## src/hdl/mfw_ram.sv

```systemverilog
// ----------------------------------------------------------------------------
// mfw_ram
// Generic single-write, single-read RAM with a registered read port.
// ----------------------------------------------------------------------------
module mfw_ram #(
  parameter int unsigned WIDTH = 8,
  parameter int unsigned DEPTH = 2
) (
  input  logic                     clk,
  input  logic                     wr_en,
  input  logic [$clog2(DEPTH)-1:0] wr_addr,
  input  logic [WIDTH-1:0]         wr_data,
  input  logic [$clog2(DEPTH)-1:0] rd_addr,
  output logic [WIDTH-1:0]         rd_data
);

  logic [WIDTH-1:0] mem [DEPTH];

  // Write port and registered read port.
  always_ff @(posedge clk) begin
    if (wr_en) begin
      mem[wr_addr] <= wr_data;
    end
    rd_data <= mem[rd_addr];
  end

endmodule

```

## config.mk

```make
export PLATFORM = sky130hd
export DESIGN_NAME = mfw_ram
export DESIGN_NICKNAME = d
export VERILOG_FILES = /design/src/hdl/mfw_ram.sv
export SDC_FILE = /design/constraint.sdc
export NUM_CORES = 1
export LEC_CHECK = 0
export BUFFER_PORTS_ARGS = -buffer_cell sky130_fd_sc_hd__buf_2
export CAP_MARGIN = 20
export CELL_PAD_IN_SITES_DETAIL_PLACEMENT = 1
export CELL_PAD_IN_SITES_GLOBAL_PLACEMENT = 1
export CORE_AREA = 5 5 52 58
export CTS_BUF_LIST = sky130_fd_sc_hd__clkbuf_4
export DETAILED_ROUTE_END_ITERATION = 10
export DIE_AREA = 0 0 57 63
export PLACE_DENSITY_LB_ADDON = 0.05
export REMOVE_ABC_BUFFERS = 1
export SYNTH_ARGS = -nofsm -noshare
export SYNTH_HDL_FRONTEND = slang
export SYNTH_SLANG_ARGS = --single-unit
```

## constraint.sdc

```tcl
create_clock -name clk -period 1.1 [get_ports clk]
set_clock_uncertainty 0.1 [all_clocks]
set_input_delay 0.165 -clock clk [delete_from_list [all_inputs] [get_ports clk]]
set_output_delay 0.165 -clock clk [all_outputs]
set_load 0.02 [all_outputs]
```

==> impl.org <==
** Critical path
- Worst reg2reg path endpoint :: rd_data[0]
- Cell at the slowest stage of the critical path :: sky130_fd_sc_hd__dfxtp_1
- Slowest Stage Delay on Critical Path :: around 0.33 ns
- The worst setup path is captured at a primary output.
- Critical-path maximum fanout :: 1
- The critical path is of the flop to primary output type.
- Data required time at the worst endpoint :: around 0.83 ns
- R2r worst-path depth :: 1
- Cell chain of the critical path :: buf_2
- For flop-to-flop paths, the worst setup slack is roughly 0.24 ns.
- Worst path top cell family by delay :: flip-flops
- The startpoint identified for the worst register-to-register timing path is mem[0][0].
- Signal arrival time at the worst endpoint :: ~0.8 ns
- Bufs and invs on worst path :: 1
- Type of origin of the critical path :: flop

** Global route
- The global routing stage identified its most utilized layer as met2.
- Entering global routing, the biggest net connects 13 pins.
- In the global route stage, met1 resource usage came out at approximately 6.3%.
- Total congestion overflow after global routing :: 0
- GR Util met3 :: between 2 and 2.5%
- GR Layer Usage met2 :: about 16%
- Via count of the first global-routing pass :: ~530
- GR Util All Layers :: under 10%
- Initial antenna violation count :: 0
- Wire length of the first global-routing pass :: between 2 and 2.5 mm

** Finish
- Cells fill 42.9% of the core in the end.
- The layout has between 200 and 300 filler cells.
- At the end of the flow, the number of nets in the layout was a little over 80.
- Synthesis-to-layout area growth :: 32.5%
- Antenna diode count :: 0
- Of the cells placed in the final design, the portion with a size suffix greater than 1 is 50.0%.

** Logic synthesis
- Number of enable flip-flop cells after synthesis :: 16
- After synthesis the cells add up to between 700 and 800 sq um.
- For this run, the leading register cell type out of synthesis is sky130_fd_sc_hd__edfxtp_1.
- By area, the combinational part of the netlist is dominated by multiplexers.
- Share of the yosys chip area belonging to registers :: 81.7%
- Of the total synthesized cell area, the portion taken by XOR and XNOR cells is 0%.
- A synthesized cell averages 22.4 sq um.
- Cell count after synthesis :: 35
- Most repeated cell in the gate-level netlist after synthesis :: sky130_fd_sc_hd__edfxtp_1
- Synthesized-area fraction occupied by and/or/nand/nor cells :: under 10%
- Summing the areas of all compound-gate instances in the mapped netlist gives 0% of the synthesized area.
- Async set or reset register ratio after synthesis :: 0%
- In this run the biggest area consumer among cell types represents between 60% and 70% of the synthesized area.
- Synthesis instantiated 6 different standard cells from the library.
- The commonest cells after synthesis are sky130_fd_sc_hd__edfxtp_1, sky130_fd_sc_hd__dfxtp_1, sky130_fd_sc_hd__mux2_4.
- sky130_fd_sc_hd__edfxtp_1 takes more of the synthesized area than any other cell.
- Top cells by area, synth :: sky130_fd_sc_hd__edfxtp_1, sky130_fd_sc_hd__dfxtp_1, sky130_fd_sc_hd__mux2_4
- Adder and majority cell fraction of the synthesized area :: 0%
- Multiplexer area fraction after synthesis :: ~15%
- In this run, synthesis produced a sequential element count of 24.
- Yosys printed 0 warnings.

** Floorplan
- In this run the standard cell core region covers between 0.002 and 0.0025 sq mm.
- Initial core utilization :: between 30 and 40%
- Pin placement for this block handled 20 I/O pins.
- Die area :: 0.00359 sq mm
- Measured along the y axis, the die boundary spans about 63 um.
- In this run the horizontal extent of the chip is 57 um.
- The initialized floorplan defines 19 standard-cell rows.

** Clock tree
- Clock transition at the registers of the reported paths :: ~0.12 ns
- Longest Clk Path Bufs :: 2
- In this run the number of H-tree levels came out at 1.
- Clock sink count :: 24
- CTS tree :: yes
- Clock tree synthesis inserted a total of 3 buffers.
- The later pin in the worst-skew pair is clocked with a latency of 0.30 ns.
- Root buffer cell :: sky130_fd_sc_hd__clkbuf_4
- Post-CTS repair changed the size of 0 cells.

** STA
- The worst pin sits at a relative slew slack of ~80%.
- Final cycle utilization of the critical path :: between 90% and 100%
- Hold Vio Cnt, Final :: 0
- Setup violations remaining at the end of the flow were counted as 0.
- In the final timing run, aggregate negative setup slack is 0 ns.
- The number of max-slew violations in the final report was 0.
- F_max :: roughly 960 MHz
- Setup repair after global routing left no endpoint under its margin.
- For the finished layout, the period the worst path requires is ~1.0 ns.
- Pin slew with the least headroom to its limit :: 0.265 ns

** Pwr
- The worst-case IR drop observed on VDD is 0.848 mV.
- In this run the static leakage power is ~0.43 nW.
- For this design the ratio of total power to cell area is between 1500 and 2000 mW/mm^2.
- Pwr Total :: approximately 1.6 mW

** Min path
- The startpoint identified for the worst hold timing path is rd_addr.
- For hold timing, the worst endpoint is rd_data[4].
- In this run the worst hold path is classified as input port to flop.
- Number of cells traversed by the worst hold path :: 2

** Run
- Max-cap viol count :: 0

** Outcome
- The flow ran to the end, and the final reports show no timing, DRC or antenna violations.

** Route
- Dividing the detail-routed via count by the number of cells gives approximately 4.0.
- The routed layout has 400 vias.
- First-pass DRT Iterations :: 2
- Once detail routing completed, the nets flagged for antenna violations numbered 0.
- Wire length after detailed routing :: around 1.2 mm
- DR DRC count :: 0
- For this block, the initial DRC count from the detailed router was 2.
- After detailed routing, the average wire length per cell comes to roughly 12 um.

** Place
- Number of buffer cells added on primary ports :: 19
- At the end of routability-driven placement, the weighted congestion stood at 0.610.
[logic make-up after synthesis]
kind of cell           count (synthesis)
flip-flops                            24
multiplexers                           8
AND/OR/NAND/NOR                        2
buffers and inverters                  1
[per-stage QoR]
step	area (sq um)	instances	setup slack, ns	hold WS (ns)
final	1040	99	0.0535	0.197
after global routing	1040	99	0.00619	0.194
after CTS	1040	99	0.0258	0.189
after detailed placement	937	88	0.0754	0.261
after floorplan	773	34	0.0416	0.164
after global placement	937	88	0.140	0.253
[routing by layer]
layer	wire length, um	vias to the layer above
met3	86	0
li1	-	195
met4	0	0
met1	403	193
met2	745	12
met5	0	-
[timing repair]
item,CTS,global route
buffers inserted,0,0
hold endpoints to repair,16,0
hold buffers,8,0
[placed cells by master, fill, tap and decap left out, drive strengths merged]
cell type,instances
dfxtp,8
clkbuf,3
and2,1
dlygate4sd3,8
nor2b,1
buf,23
mux2,8
edfxtp,16
[worst max path at each step]
stage | from | to | slack, ns | cells past startpoint
2_1_floorplan | wr_en | mem[0][0] | 0.04 | 1
3_3_place_gp | rd_addr | rd_data[5] | 0.14 | 2
3_5_place_dp | wr_addr | mem[0][3] | 0.08 | 3
4_1_cts | rd_data[6] | rd_data[6] | 0.03 | 1
5_1_grt | rd_data[6] | rd_data[6] | 0.006 | 1
6_report | rd_data[6] | rd_data[6] | 0.05 | 1
[cell type report]
type | count | area [sq um] | area share, %
timing repair buffer | 31 | 205 | 19.7
tap | 31 | 38.8 | 3.73
multi-input combinational | 10 | 133 | 12.8
clock buffer | 3 | 22.5 | 2.17
sequential | 24 | 641 | 61.6
[power by group]
group          internal (mW)  switching [mW]  leakage (nW)  total [mW]
Combinational         0.0999          0.0839         0.199       0.184
Clock                  0.127           0.226        0.0138       0.353
Sequential              1.03          0.0167         0.218        1.05
Total                   1.26           0.326         0.431        1.59
[flip-flops by register name, indices dropped and copies added, names as in the netlist]
register,count
rd_data,8
mem,16
No activity file was read; power rests on OpenSTA's default activity.
